<file path="src/hw/rtl/cfa_pkg.sv">
// Shared types and constants for the column filter/aggregate block.
`timescale 1ns / 1ps
package cfa_pkg;

  localparam int DATA_W     = 64;
  localparam int MAX_ROWS   = 65536;
  localparam int ROW_W      = $clog2(MAX_ROWS);
  localparam int OUT_ROW_W  = 16;
  localparam int CNT_W      = 17;
  localparam int OP_W       = 3;
  localparam int CFG_IDX_W  = 2;
  localparam int FIFO_DEPTH = 4;
  localparam int FIFO_AW    = $clog2(FIFO_DEPTH);

  localparam logic [CNT_W-1:0]  COUNT_MAX = '1;
  localparam logic [DATA_W-1:0] SUM_MAX   = {1'b0, {(DATA_W-1){1'b1}}};
  localparam logic [DATA_W-1:0] SUM_MIN   = {1'b1, {(DATA_W-1){1'b0}}};

  // Predicate codes
  typedef enum logic [OP_W-1:0] {
    PRED_EQ      = 3'd0,
    PRED_NE      = 3'd1,
    PRED_LT      = 3'd2,
    PRED_GT      = 3'd3,
    PRED_LE      = 3'd4,
    PRED_GE      = 3'd5,
    PRED_BETWEEN = 3'd6,
    PRED_NEVER   = 3'd7
  } pred_op_t;

  // Aggregate codes; 5..7 are undefined and give no aggregate
  typedef enum logic [OP_W-1:0] {
    AGG_COUNT = 3'd0,
    AGG_SUM   = 3'd1,
    AGG_AVG   = 3'd2,
    AGG_MIN   = 3'd3,
    AGG_MAX   = 3'd4
  } agg_op_t;

  // Configuration register indexes
  typedef enum logic [CFG_IDX_W-1:0] {
    CFG_PRED_OP    = 2'd0,
    CFG_BOUND_LOW  = 2'd1,
    CFG_BOUND_HIGH = 2'd2,
    CFG_AGG_OP     = 2'd3
  } cfg_idx_t;

  typedef struct packed {
    pred_op_t          op;
    logic [DATA_W-1:0] low;
    logic [DATA_W-1:0] high;
  } pred_cfg_t;

  // One classified row as it travels from front to back
  typedef struct packed {
    logic [ROW_W-1:0]  row_index;
    logic [DATA_W-1:0] value;
    logic              is_null;
    logic              last_row;
    logic              hit;
  } row_entry_t;

  // Queue control between front, queue and back
  typedef struct packed {
    logic full;
    logic empty;
  } fifo_stat_t;

  // Request to the serial divider
  typedef struct packed {
    logic              start;
    logic [DATA_W-1:0] dividend;
    logic [CNT_W-1:0]  divisor;
  } div_req_t;

endpackage

</file>
<file path="src/hw/rtl/cfa_front.sv">
// Front end: accepts rows, numbers them and applies the predicate.
`timescale 1ns / 1ps
module cfa_front (
  input  logic                              clk,
  input  logic                              rst_n,
  input  logic                              in_valid,
  output logic                              in_ready,
  input  logic signed [cfa_pkg::DATA_W-1:0] in_cell_value,
  input  logic                              in_cell_is_null,
  input  logic                              in_last_row,
  input  cfa_pkg::pred_cfg_t                pred_cfg,
  input  cfa_pkg::fifo_stat_t               fifo_stat,
  output logic                              push,
  output cfa_pkg::row_entry_t               push_entry
);
  import cfa_pkg::*;

  logic [ROW_W-1:0] row_r, row_nxt;
  logic             hit;

  assign in_ready = !fifo_stat.full;
  assign push     = in_valid && in_ready;

  // Predicate test, signed compares against the bounds
  always_comb begin
    unique case (pred_cfg.op)
      PRED_EQ:      hit = in_cell_value == $signed(pred_cfg.low);
      PRED_NE:      hit = in_cell_value != $signed(pred_cfg.low);
      PRED_LT:      hit = in_cell_value <  $signed(pred_cfg.low);
      PRED_GT:      hit = in_cell_value >  $signed(pred_cfg.low);
      PRED_LE:      hit = in_cell_value <= $signed(pred_cfg.low);
      PRED_GE:      hit = in_cell_value >= $signed(pred_cfg.low);
      PRED_BETWEEN: hit = (in_cell_value >= $signed(pred_cfg.low)) &&
                          (in_cell_value <= $signed(pred_cfg.high));
      default:      hit = 1'b0;
    endcase
  end

  assign push_entry = '{row_index: row_r,
                        value:     in_cell_value,
                        is_null:   in_cell_is_null,
                        last_row:  in_last_row,
                        hit:       hit && !in_cell_is_null};

  // Row counter: wraps at the column limit, restarts after the last row
  always_comb begin
    row_nxt = row_r;
    if (push) begin
      if (in_last_row || row_r == ROW_W'(MAX_ROWS - 1)) begin
        row_nxt = '0;
      end else begin
        row_nxt = row_r + ROW_W'(1);
      end
    end
  end

  always_ff @(posedge clk) begin
    if (!rst_n) begin
      row_r <= '0;
    end else begin
      row_r <= row_nxt;
    end
  end

endmodule

</file>
<file path="src/hw/rtl/cfa_fifo.sv">
// Short queue of classified rows between front and back.
`timescale 1ns / 1ps
module cfa_fifo (
  input  logic                 clk,
  input  logic                 rst_n,
  input  logic                 push,
  input  cfa_pkg::row_entry_t  push_entry,
  input  logic                 pop,
  output cfa_pkg::row_entry_t  head,
  output cfa_pkg::fifo_stat_t  stat
);
  import cfa_pkg::*;

  row_entry_t         mem_r [FIFO_DEPTH];
  logic [FIFO_AW-1:0] wr_ptr_r, rd_ptr_r;
  logic [FIFO_AW:0]   count_r;

  assign head       = mem_r[rd_ptr_r];
  assign stat.full  = count_r == (FIFO_AW + 1)'(FIFO_DEPTH);
  assign stat.empty = count_r == '0;

  // Storage, no reset needed
  always_ff @(posedge clk) begin
    if (push) begin
      mem_r[wr_ptr_r] <= push_entry;
    end
  end

  // Pointers and fill level
  always_ff @(posedge clk) begin
    if (!rst_n) begin
      wr_ptr_r <= '0;
      rd_ptr_r <= '0;
      count_r  <= '0;
    end else begin
      if (push) begin
        wr_ptr_r <= wr_ptr_r + FIFO_AW'(1);
      end
      if (pop) begin
        rd_ptr_r <= rd_ptr_r + FIFO_AW'(1);
      end
      if (push && !pop) begin
        count_r <= count_r + (FIFO_AW + 1)'(1);
      end else if (pop && !push) begin
        count_r <= count_r - (FIFO_AW + 1)'(1);
      end
    end
  end

endmodule

</file>
<file path="src/hw/rtl/cfa_div.sv">
// Restoring divider, one quotient bit per cycle, for the average.
`timescale 1ns / 1ps
module cfa_div (
  input  logic                       clk,
  input  logic                       rst_n,
  input  cfa_pkg::div_req_t          req,
  output logic                       busy,
  output logic [cfa_pkg::DATA_W-1:0] quotient
);
  import cfa_pkg::*;

  localparam int STEP_W = $clog2(DATA_W);

  logic                busy_r;
  logic [STEP_W-1:0]   step_r;
  logic [CNT_W-1:0]    rem_r, den_r;
  logic [DATA_W-1:0]   quo_r;
  logic [CNT_W:0]      shifted, diff;
  logic                ge;

  assign busy     = busy_r;
  assign quotient = quo_r;

  // One shift-subtract step
  always_comb begin
    shifted = {rem_r, quo_r[DATA_W-1]};
    diff    = shifted - {1'b0, den_r};
    ge      = shifted >= {1'b0, den_r};
  end

  always_ff @(posedge clk) begin
    if (!rst_n) begin
      busy_r <= 1'b0;
      step_r <= '0;
    end else if (req.start) begin
      busy_r <= 1'b1;
      step_r <= '0;
      rem_r  <= '0;
      quo_r  <= req.dividend;
      den_r  <= req.divisor;
    end else if (busy_r) begin
      rem_r  <= ge ? diff[CNT_W-1:0] : shifted[CNT_W-1:0];
      quo_r  <= {quo_r[DATA_W-2:0], ge};
      step_r <= step_r + STEP_W'(1);
      if (step_r == STEP_W'(DATA_W - 1)) begin
        busy_r <= 1'b0;
      end
    end
  end

endmodule

</file>
<file path="src/hw/rtl/cfa_back.sv">
// Back end: accumulates rows, forms the column aggregate, drives results.
`timescale 1ns / 1ps
module cfa_back (
  input  logic                               clk,
  input  logic                               rst_n,
  input  cfa_pkg::fifo_stat_t                fifo_stat,
  input  cfa_pkg::row_entry_t                head,
  output logic                               pop,
  input  logic [cfa_pkg::OP_W-1:0]           agg_op,
  output logic                               out_valid,
  input  logic                               out_ready,
  output logic [cfa_pkg::OUT_ROW_W-1:0]      out_row_index,
  output logic                               out_is_match,
  output logic                               out_aggregate_valid,
  output logic signed [cfa_pkg::DATA_W-1:0]  out_aggregate_value,
  output logic                               out_used_all_rows,
  output logic                               out_sum_saturated
);
  import cfa_pkg::*;

  typedef enum logic [1:0] {ST_RUN, ST_FIN, ST_DIV} state_t;

  typedef struct packed {
    logic [CNT_W-1:0]  count;
    logic [DATA_W-1:0] sum;
    logic [DATA_W-1:0] lo;
    logic [DATA_W-1:0] hi;
    logic              sat;
  } acc_t;

  localparam acc_t ACC_CLEAR = '{count: '0, sum: '0, lo: SUM_MAX, hi: SUM_MIN, sat: 1'b0};

  // Add one value: saturating count and sum, running min and max
  function automatic acc_t acc_add(acc_t a, logic [DATA_W-1:0] v);
    acc_t          r;
    logic [DATA_W:0] s;
    r = a;
    s = {v[DATA_W-1], v} + {a.sum[DATA_W-1], a.sum};
    if (a.count != COUNT_MAX) begin
      r.count = a.count + CNT_W'(1);
    end
    if (s[DATA_W] != s[DATA_W-1]) begin
      r.sum = v[DATA_W-1] ? SUM_MIN : SUM_MAX;
      r.sat = 1'b1;
    end else begin
      r.sum = s[DATA_W-1:0];
    end
    if ($signed(v) < $signed(a.lo)) begin
      r.lo = v;
    end
    if ($signed(v) > $signed(a.hi)) begin
      r.hi = v;
    end
    return r;
  endfunction

  state_t            state_r, state_nxt;
  acc_t              match_r, match_nxt, total_r, total_nxt;
  logic [ROW_W-1:0]  fin_row_r, fin_row_nxt;
  logic              fin_hit_r, fin_hit_nxt;
  logic              fin_neg_r, fin_neg_nxt;
  logic              fin_all_r, fin_all_nxt;
  logic              fin_sat_r, fin_sat_nxt;
  logic              out_valid_r, out_valid_nxt;
  logic [ROW_W-1:0]  out_row_r, out_row_nxt;
  logic              out_hit_r, out_hit_nxt;
  logic              out_aggv_r, out_aggv_nxt;
  logic [DATA_W-1:0] out_val_r, out_val_nxt;
  logic              out_all_r, out_all_nxt;
  logic              out_sat_r, out_sat_nxt;

  acc_t              sel;
  logic              sel_all;
  logic              out_free;
  logic [DATA_W-1:0] sum_mag;
  div_req_t          div_req;
  logic              div_busy;
  logic [DATA_W-1:0] div_quo;

  cfa_div u_div (
    .clk      (clk),
    .rst_n    (rst_n),
    .req      (div_req),
    .busy     (div_busy),
    .quotient (div_quo)
  );

  // Matched set when anything matched, otherwise all non-null rows
  assign sel_all  = match_r.count == '0;
  assign sel      = sel_all ? total_r : match_r;
  assign sum_mag  = sel.sum[DATA_W-1] ? (~sel.sum + DATA_W'(1)) : sel.sum;
  assign out_free = !out_valid_r || out_ready;
  assign pop      = (state_r == ST_RUN) && !fifo_stat.empty && out_free;

  assign out_valid           = out_valid_r;
  assign out_row_index       = OUT_ROW_W'(out_row_r);
  assign out_is_match        = out_hit_r;
  assign out_aggregate_valid = out_aggv_r;
  assign out_aggregate_value = out_val_r;
  assign out_used_all_rows   = out_all_r;
  assign out_sum_saturated   = out_sat_r;

  always_comb begin
    state_nxt        = state_r;
    match_nxt        = match_r;
    total_nxt        = total_r;
    fin_row_nxt      = fin_row_r;
    fin_hit_nxt      = fin_hit_r;
    fin_neg_nxt      = fin_neg_r;
    fin_all_nxt      = fin_all_r;
    fin_sat_nxt      = fin_sat_r;
    out_valid_nxt    = out_valid_r && !out_ready;
    out_row_nxt      = out_row_r;
    out_hit_nxt      = out_hit_r;
    out_aggv_nxt     = out_aggv_r;
    out_val_nxt      = out_val_r;
    out_all_nxt      = out_all_r;
    out_sat_nxt      = out_sat_r;
    div_req.start    = 1'b0;
    div_req.dividend = sum_mag;
    div_req.divisor  = sel.count;

    unique case (state_r)
      ST_RUN: begin
        if (pop) begin
          if (!head.is_null) begin
            total_nxt = acc_add(total_r, head.value);
          end
          if (head.hit) begin
            match_nxt = acc_add(match_r, head.value);
          end
          if (head.last_row) begin
            fin_row_nxt = head.row_index;
            fin_hit_nxt = head.hit;
            state_nxt   = ST_FIN;
          end else begin
            out_valid_nxt = 1'b1;
            out_row_nxt   = head.row_index;
            out_hit_nxt   = head.hit;
            out_aggv_nxt  = 1'b0;
            out_val_nxt   = '0;
            out_all_nxt   = 1'b0;
            out_sat_nxt   = 1'b0;
          end
        end
      end

      ST_FIN: begin
        fin_all_nxt = sel_all;
        fin_neg_nxt = sel.sum[DATA_W-1];
        fin_sat_nxt = sel.sat;
        if (agg_op == AGG_AVG && sel.count != '0) begin
          div_req.start = 1'b1;
          state_nxt     = ST_DIV;
        end else if (out_free) begin
          out_valid_nxt = 1'b1;
          out_row_nxt   = fin_row_r;
          out_hit_nxt   = fin_hit_r;
          out_aggv_nxt  = 1'b1;
          out_all_nxt   = sel_all;
          out_sat_nxt   = 1'b0;
          out_val_nxt   = '0;
          unique case (agg_op)
            AGG_COUNT: out_val_nxt = DATA_W'(sel.count);
            AGG_SUM: begin
              out_val_nxt = sel.sum;
              out_sat_nxt = sel.sat;
            end
            AGG_AVG:   out_sat_nxt = sel.sat;
            AGG_MIN:   out_val_nxt = (sel.count != '0) ? sel.lo : '0;
            AGG_MAX:   out_val_nxt = (sel.count != '0) ? sel.hi : '0;
            default: begin
              out_aggv_nxt = 1'b0;
              out_all_nxt  = 1'b0;
            end
          endcase
          match_nxt = ACC_CLEAR;
          total_nxt = ACC_CLEAR;
          state_nxt = ST_RUN;
        end
      end

      ST_DIV: begin
        if (!div_busy && out_free) begin
          out_valid_nxt = 1'b1;
          out_row_nxt   = fin_row_r;
          out_hit_nxt   = fin_hit_r;
          out_aggv_nxt  = 1'b1;
          out_val_nxt   = fin_neg_r ? (~div_quo + DATA_W'(1)) : div_quo;
          out_all_nxt   = fin_all_r;
          out_sat_nxt   = fin_sat_r;
          match_nxt     = ACC_CLEAR;
          total_nxt     = ACC_CLEAR;
          state_nxt     = ST_RUN;
        end
      end

      default: state_nxt = ST_RUN;
    endcase
  end

  always_ff @(posedge clk) begin
    if (!rst_n) begin
      state_r     <= ST_RUN;
      match_r     <= ACC_CLEAR;
      total_r     <= ACC_CLEAR;
      out_valid_r <= 1'b0;
    end else begin
      state_r     <= state_nxt;
      match_r     <= match_nxt;
      total_r     <= total_nxt;
      out_valid_r <= out_valid_nxt;
      fin_row_r   <= fin_row_nxt;
      fin_hit_r   <= fin_hit_nxt;
      fin_neg_r   <= fin_neg_nxt;
      fin_all_r   <= fin_all_nxt;
      fin_sat_r   <= fin_sat_nxt;
      out_row_r   <= out_row_nxt;
      out_hit_r   <= out_hit_nxt;
      out_aggv_r  <= out_aggv_nxt;
      out_val_r   <= out_val_nxt;
      out_all_r   <= out_all_nxt;
      out_sat_r   <= out_sat_nxt;
    end
  end

endmodule

</file>
<file path="src/hw/rtl/column_filter_aggregate.sv">
// Top level of the column filter/aggregate block: config registers and wiring.
//
// Usage:
//   in_*  : one row per transaction (value, null flag, last-row mark).
//   out_* : one result per row: row index, match flag, and on the last row
//           the selected aggregate with its used-all-rows and saturation flags.
//   cfg_* : write enable, register index, 64-bit write data; write only
//           while no transaction is in flight.
// Path: an ordinary row reaches out_* via the queue and the result register.
//   The last row also passes the finishing state and, for avg, the divide
//   state, where the serial divider produces one quotient bit per cycle.
// Throughput: one row per cycle within a column while out_ready is high;
//   the last row of a column holds the back end in its finishing states
//   while the 4-entry queue keeps accepting rows until it fills.
// Reset (synchronous, active low) clears the row counter, accumulators and
//   queue and loads predicate never-matches, bounds 0, aggregate count.
// When out_ready is low the result register holds; the queue fills and
//   in_ready drops once it is full.
`timescale 1ns / 1ps
module column_filter_aggregate (
  input  logic                                 clk,
  input  logic                                 rst_n,
  input  logic                                 in_valid,
  output logic                                 in_ready,
  input  logic signed [cfa_pkg::DATA_W-1:0]    in_cell_value,
  input  logic                                 in_cell_is_null,
  input  logic                                 in_last_row,
  output logic                                 out_valid,
  input  logic                                 out_ready,
  output logic [cfa_pkg::OUT_ROW_W-1:0]        out_row_index,
  output logic                                 out_is_match,
  output logic                                 out_aggregate_valid,
  output logic signed [cfa_pkg::DATA_W-1:0]    out_aggregate_value,
  output logic                                 out_used_all_rows,
  output logic                                 out_sum_saturated,
  input  logic                                 cfg_we,
  input  logic [cfa_pkg::CFG_IDX_W-1:0]        cfg_index,
  input  logic [cfa_pkg::DATA_W-1:0]           cfg_wdata
);
  import cfa_pkg::*;

  pred_op_t          pred_op_r;
  logic [DATA_W-1:0] bound_low_r, bound_high_r;
  logic [OP_W-1:0]   agg_op_r;

  pred_cfg_t  pred_cfg;
  fifo_stat_t fifo_stat;
  row_entry_t push_entry, head;
  logic       push, pop;

  // Configuration registers
  always_ff @(posedge clk) begin
    if (!rst_n) begin
      pred_op_r    <= PRED_NEVER;
      bound_low_r  <= '0;
      bound_high_r <= '0;
      agg_op_r     <= AGG_COUNT;
    end else if (cfg_we) begin
      unique case (cfg_idx_t'(cfg_index))
        CFG_PRED_OP:    pred_op_r    <= pred_op_t'(cfg_wdata[OP_W-1:0]);
        CFG_BOUND_LOW:  bound_low_r  <= cfg_wdata;
        CFG_BOUND_HIGH: bound_high_r <= cfg_wdata;
        CFG_AGG_OP:     agg_op_r     <= cfg_wdata[OP_W-1:0];
        default: ;
      endcase
    end
  end

  assign pred_cfg = '{op: pred_op_r, low: bound_low_r, high: bound_high_r};

  cfa_front u_front (
    .clk             (clk),
    .rst_n           (rst_n),
    .in_valid        (in_valid),
    .in_ready        (in_ready),
    .in_cell_value   (in_cell_value),
    .in_cell_is_null (in_cell_is_null),
    .in_last_row     (in_last_row),
    .pred_cfg        (pred_cfg),
    .fifo_stat       (fifo_stat),
    .push            (push),
    .push_entry      (push_entry)
  );

  cfa_fifo u_fifo (
    .clk        (clk),
    .rst_n      (rst_n),
    .push       (push),
    .push_entry (push_entry),
    .pop        (pop),
    .head       (head),
    .stat       (fifo_stat)
  );

  cfa_back u_back (
    .clk                 (clk),
    .rst_n               (rst_n),
    .fifo_stat           (fifo_stat),
    .head                (head),
    .pop                 (pop),
    .agg_op              (agg_op_r),
    .out_valid           (out_valid),
    .out_ready           (out_ready),
    .out_row_index       (out_row_index),
    .out_is_match        (out_is_match),
    .out_aggregate_valid (out_aggregate_valid),
    .out_aggregate_value (out_aggregate_value),
    .out_used_all_rows   (out_used_all_rows),
    .out_sum_saturated   (out_sum_saturated)
  );

endmodule

</file>
<file path="config.mk">
export PLATFORM = sky130hd
export DESIGN_NAME = column_filter_aggregate
export DESIGN_NICKNAME = d
export VERILOG_FILES = /design/src/hw/rtl/cfa_pkg.sv /design/src/hw/rtl/cfa_front.sv /design/src/hw/rtl/cfa_fifo.sv /design/src/hw/rtl/cfa_div.sv /design/src/hw/rtl/cfa_back.sv /design/src/hw/rtl/column_filter_aggregate.sv
export SDC_FILE = /design/constraint.sdc
export NUM_CORES = 2
export LEC_CHECK = 0
export BUFFER_PORTS_ARGS = -buffer_cell sky130_fd_sc_hd__buf_2
export CORE_MARGIN = 2
export CORE_UTILIZATION = 25
export CTS_BUF_LIST = sky130_fd_sc_hd__clkbuf_4 sky130_fd_sc_hd__clkbuf_8
export DETAILED_ROUTE_END_ITERATION = 8
export HOLD_SLACK_MARGIN = 0.06
export PLACE_DENSITY = 0.37
export SETUP_SLACK_MARGIN = 0.02
export SLEW_MARGIN = 30
export SYNTH_ARGS = -nofsm -noshare
export SYNTH_HDL_FRONTEND = slang
export SYNTH_SLANG_ARGS = --single-unit
</file>
<file path="constraint.sdc">
create_clock -name clk -period 41.6 [get_ports clk]
set_input_delay 8.32 -clock clk [delete_from_list [all_inputs] [get_ports clk]]
set_output_delay 8.32 -clock clk [all_outputs]
set_load 0.05 [all_outputs]
</file>
Yosys cells after proc, flatten, opt, wreduce, memory -nomap -nowiden
Memories as Yosys holds them, arrays and structs flattened. A register that Yosys moved wholly into a read port is not among the register bits.
Index checks and enable logic that the tools add are counted.
{"block": "totals", "regBits": 789, "latchBits": 0, "ram_bits": 332, "rom_bits": 0, "out_inout_bits": 86, "memories": 1}
{"name": "u_fifo.mem_r", "depth": 4, "word_bits": 83, "rd": 1, "rd_ports_with_merged_regs": 1, "write_ports": 1, "line": "cfa_fifo.sv:14", "text": "row_entry_t mem_r [FIFO_DEPTH];"}
{"block": "op_classes", "n_addsub": 13, "multipliers": 0, "n_div": 0, "magnitude_cmp": 10, "eq_ne": 41, "shifts": 0, "n_mux": 90, "bitwise_logic": 3, "reduce_logical": 53}
{"cell": "$mux 210", "n": 8}
{"cell": "$pmux 210 s3", "n": 2}
{"cell": "$mux 64", "n": 18}
{"cell": "$pmux 64 s4", "n": 1}
{"cell": "$gt 64x64->1", "n": 3}
{"cell": "$lt 64x64->1", "n": 3}
{"cell": "$pmux 64 s3", "n": 1}
{"cell": "$add 64x64->65", "n": 2}
{"cell": "$add 64x1->64 const B", "n": 2}
{"cell": "$le 64x64->1", "n": 2}
{"cell": "$not 64->64", "n": 2}
{"cell": "$mux 16", "n": 6}
{"cell": "$mux 17", "n": 4}
{"cell": "$eq 64x64->1", "n": 1}
{"cell": "$ge 64x64->1", "n": 1}
{"cell": "$ne 64x64->1", "n": 1}
{"cell": "$reduce_and 7->1", "n": 9}
{"cell": "$pmux 16 s3", "n": 1}
{"cell": "$add 17x1->17 const B", "n": 2}
{"cell": "$ne 17x17->1 const B", "n": 2}
{"cell": "$mux 1", "n": 33}
{"cell": "$ne 2x2->1 const B", "n": 13}
{"cell": "$ge 18x17->1", "n": 1}
{"cell": "$logic_not 17->1", "n": 1}
{"cell": "35 further kinds", "n": 91}

Longest topological paths before layout
{"block": "logic_depth", "word_depth": 8, "ltp_mapped": 19, "ltp_nobuf": 16}

Cells and area by module
Synthesis repeated with hierarchy kept, for this count alone.
{"block": "hier_totals", "hier_cells": 7065, "hier_area_um2": 68006.5}
{"module": "cfa_back", "n_inst": 1, "cells_each": 5061, "area_each_um2": 40598.9}
{"module": "cfa_fifo", "n_inst": 1, "cells_each": 476, "area_each_um2": 12423.2}
{"module": "cfa_div", "n_inst": 1, "cells_each": 391, "area_each_um2": 5271.3}
{"module": "column_filter_aggregate", "n_inst": 1, "cells_each": 509, "area_each_um2": 5102.4}
{"module": "cfa_front", "n_inst": 1, "cells_each": 628, "area_each_um2": 4610.7}

Worst setup path before layout
No wires, ideal clock.
{"block": "synth_timing", "path_type": "input to register", "start": "in out_ready", "end": "reg u_back.out_aggv_r, in the netlist u_back.out_aggregate_valid (enable)", "setup_ns": 0.975, "arrival_time_ns": 21.899, "path_slack_ns": 18.725, "stages": 6, "path_buffers": 1, "path_cell_list": "nor2b_1 > clkbuf_1 > o21ai_0 > nand2_1 > a21o_1 > a2111oi_0"}
{"block": "synth_between", "elab_chain_cells": 4}
{"item": "start: declaration", "line": "column_filter_aggregate.sv:29", "text": "input logic out_ready,"}
{"item": "$logic_or 1x1->1 *", "line": "cfa_back.sv:92", "text": "assign out_free = !out_valid_r || out_ready;"}
{"item": "$logic_and 1x1->1, on equally long branches", "line": "cfa_back.sv:184, cfa_back.sv:93"}
{"item": "$ne 2x1->1 (no source line) / $ne 2x2->1 (equally long branches)"}
{"item": "$reduce_and 7->1 (no source line) *"}
{"item": "end signal: assignment", "line": "cfa_back.sv:220", "text": "out_aggv_r <= out_aggv_nxt;"}
{"item": "end: declaration", "line": "cfa_back.sv:67", "text": "logic out_aggv_r, out_aggv_nxt;"}
Every way passes the cells marked *; elsewhere a longest branch is shown, timed or not.
A chain may end at the register's enable or synchronous reset.

==> metrics.md <==
| Metric | Value |
|---|---|
| Sw power | 2.568 mW |
| Ports | about 220 |
| Max-Cap Viols | 0 |
| Synthesized area | 65150 um^2 |
| # DRC | 0 |
| Share of cells above drive strength 1 | between 10 and 15% |
| Setup crit end kind | register |
| Fin crit period | 10870 ps |
| Unrepaired setup endpoints after global routing | no |
| Cell Int Power | approximately 3.1 mW |
| Final design utilization | 28.75% |
| Total chip power | 5.628 mW |
| Worst R2R Setup Slack | ~34000 ps |
| TritonCTS Buffers | around 220 |
| Number of synthesized register bits | around 1100 |
| Most frequent cell on the critical path | a21o_1 |
| LEAKAGE | 29.38 nW |
| Critical Path Max Stage Delay | 440 ps |
| GR Overflow Total | 0 |
| CTS resizes | 0 |
| P&R area growth vs syn | 14.49% |
| Sequential power share | 28.7% |
| Setup total negative slack | 0 ps |
| Crit path cell chain | buf_2, ha_1, a21o_1, a21o_1, a21o_1, a21o_1, a21o_1, a211oi_1, o32ai_1, a311oi_1, o21ai_0, mux2i_1, mux2_2, a211oi_1 |
| Seq/Total Area, Yosys | a little over two fifths |
| Core area | 259500 um^2 |
| Hold Buf Count CTS | 0 |
| Net switching fraction of the power | 45.62% |
| Critical Path AT | 11630 ps |
| Hold path startpoint | bound_low_r[63]$_SDFFE_PN0P_ |
| Placed cell area | 69910 um^2 |
| Clk Latency, worst-skew pair | roughly 1000 ps |
| Status | completed |
| Max IR drop VDD | around 50 uV |
| CP Launch Type | input port |
| # setup viols final | 0 |
| Net count, final | 7845 |
| Worst R2R Path Depth | 16 |
| Vias in the first global route | 52590 |
| Avg WL per Cell | approximately 21 um |
| Largest fanout on the critical path | 6 |
| First-pass GRT wire length | 341.6 mm |
| Die Width | 514.5 um |
| Max clock buf depth | 3 |
| Starting Density | 25.11% |
| Combinational Power Share | 50.2% |
| Maximum operating frequency | 0.09196 GHz |
| Largest net degree at the start of global routing | 85 |
| Vias per cell | slightly below 5 |
| GP Congestion | 0.8691 |
| IO Port Bufs | ~220 |
| Starting DRT DRC Count | 3685 |
| Syn Nets | between 7000 and 8000 |
| CTS tree | done |
| Length of the first detailed-routing pass in iterations | 5 |
| HP Class | register to register |
| Placed Cells incl. Taps | around 10000 |
| Hold depth | 2 |
| DIE HEIGHT | 514.5 um |
| Die area | 264700 um^2 |
| GRT Total Usage | between 15 and 20% |
| Clock share of power | 21.1% |
| Routed wire length | ~230 mm |
| Final Cycle Share | 26.14% |
| Critical Path RT | ~42000 ps |
| Crit path buf inv count | 1 |
| Initial antenna violation count | 17 |
| Sink Count | 1123 |
| DP HPWL | approximately 170 mm |
| Yosys cell types | 82 |
| Reg-to-reg endpoint | u_back.total_r[149]$_SDFFE_PN0P_ |
| Worst-Margin Slew | 1040 ps |
| Stages on worst setup path | 14 |
| Final Max Tran Viols | 0 |
| FILL cells | between 20000 and 30000 |
| CP Class | input port to register |
| Ys flop type | dfxtp_1 |
| Setup Buffers After CTS | 0 |
| Final ANT Viol Nets | 0 |
| Async set-or-reset flop fraction in the synthesized netlist | 0% |
| Slowest-stage cell, CP | a211oi_1 |
| Final Hold Viols | 0 |
| Syn Inst Count | 7015 |
| Row Count | 187 |
| Design Area, Final | approximately 75000 um^2 |
| Slew headroom | 30.31% |
| Ys Warns | 0 |
| Clock Skew | approximately 98 ps |
| Hold Path End | bound_low_r[63]$_SDFFE_PN0P_ |
| Post-Layout Cell Count | between 10000 and 15000 |
| Number of enable flip-flop cells after synthesis | 534 |
| Pwr Density | between 70 and 80 nW/um^2 |
| CP delay by family, top | compound AO/OA/AOI/OAI gates |
| Clock transition at the registers of the reported paths | about 60 ps |
| Via count | 52373 |
| Syn avg cell area | 9.287 um^2 |
| Clock Tree Root | clkbuf_8 |
| H-tree levels | 4 |
-- logic make-up (layout without fill, tap and decap cells) --
group                      Yosys count  in the layout  synth area share (%)
DFF                               1123           1123                 42.71
xor gates and xnor gates           304            304                 4.087
AOI/OAI and AO/OA                 1987           1987                 18.96
and+or+nand+nor                   1974           1974                 13.52
other                                0             11                     0
adders and majority gates          549            549                 10.59
muxes                              239            239                 5.272
buffers and inverters              839           1163                 4.851
-- final cells by class --
cell class                      instances  area, um^2  area share (%)
Timing Repair Buffer                  292        1672           2.241
Clock buffer                          320        3941           5.284
Antenna cell                           11       27.53         0.03690
Inverter                              468        1772           2.375
Clock inverter                         83       683.2          0.9159
Multi-Input combinational cell       5053       34400           46.12
Sequential cell                      1123       27830           37.32
Tap cell                             3402        4257           5.707
-- synth_stat cells, types with 129 or more instances --
cell type | count | area, um^2
clkbuf_1 | 330 | 1239
nor2_1 | 497 | 1866
nand4_1 | 129 | 807.0
a21o_1 | 251 | 1884
a21oi_1 | 710 | 3553
xor2_1 | 137 | 1200
ha_1 | 545 | 6819
dfxtp_1 | 589 | 11790
nand2_1 | 894 | 3356
inv_1 | 467 | 1753
mux2i_1 | 153 | 1531
xnor2_1 | 167 | 1463
o21ai_0 | 409 | 2047
edfxtp_1 | 534 | 16040
-- worst min-delay path, stage by stage (launching register included) --
cell     delay, ps
dfxtp_1        300
nand2_1         50
a21oi_1         50
-- power groups by stage --
stage	registers, mW	logic [mW]	clock network (mW)
after global placement	1.63	2.82	0
after detailed placement	1.64	2.83	0
after CTS	1.62	2.84	1.24
after floorplan	1.65	1.93	0
final	1.62	2.82	1.19
after global routing	1.65	3.15	1.28
-- layout by cell type, fill, tap and decap left out, types with 25 or more instances in the layout --
cell,synthesis,final
a21o_1,251,251
a21oi_1,710,709
a221oi_1,27,27
a22o_1,63,63
a22oi_1,38,38
a31oi_1,40,40
and3_1,39,34
buf_2,3,221
buf_4,0,69
clkbuf_4,0,74
clkbuf_8,0,246
clkinv_1,0,35
clkinv_2,0,28
dfxtp_1,589,587
edfxtp_1,534,534
ha_1,545,543
inv_1,467,465
mux2i_1,153,152
mux4_2,83,83
nand2_1,894,891
nand2b_1,43,42
nand3_1,87,86
nand4_1,129,129
nor2_1,497,491
nor2b_1,49,49
nor3_1,65,63
nor4_1,36,36
o211ai_1,25,25
o21ai_0,409,409
o21bai_1,28,28
o22a_1,127,127
o22ai_1,83,83
o31ai_1,42,42
or3_1,35,35
xnor2_1,167,165
xor2_1,137,136
-- how the worst max path moves through the flow --
stage	startpoint	to
global placement	in_cell_value[1]	u_fifo.mem_r[0][0]$_DFFE_PP_
floorplan	out_ready	u_back.out_aggregate_valid$_DFFE_PP_
finish	in_cell_value[33]	u_fifo.mem_r[3][0]$_DFFE_PP_
global route	in_cell_value[59]	u_fifo.mem_r[3][0]$_DFFE_PP_
CTS	in_cell_value[5]	u_fifo.mem_r[3][0]$_DFFE_PP_
detailed placement	in_cell_value[1]	u_fifo.mem_r[1][0]$_DFFE_PP_
-- through the flow --
step	hold WS, ps	setup slack [ps]
6_report	450.7	30730
5_1_grt	468.4	30500
4_1_cts	453.6	30780
3_5_place_dp	446.3	29610
3_3_place_gp	443.6	29610
2_1_floorplan	435.0	18730
-- state kept, by name, summed over array words and instances (netlist names), 16 cells and up, named ones only --
register	count
u_fifo.mem_r	332
u_back.match_r	210
u_back.total_r	210
bound_high_r	64
bound_low_r	64
u_back.out_aggregate_value	64
u_back.u_div.quotient	64
u_back.u_div.den_r	17
u_back.u_div.rem_r	17
u_back.fin_row_r	16
u_back.out_row_index	16
u_front.row_r	16
-- metal layers --
layer | GRT usage, % | vias to the layer above | routed length [um]
li1 | - | 25646 | -
met4 | 4.166 | 14 | 4525
met5 | 0 | - | 89
met1 | 25.55 | 25249 | 118800
met2 | 24.93 | 1179 | 94740
met3 | 2.771 | 285 | 11210
Note: power is estimated with default switching activity, not from simulation.
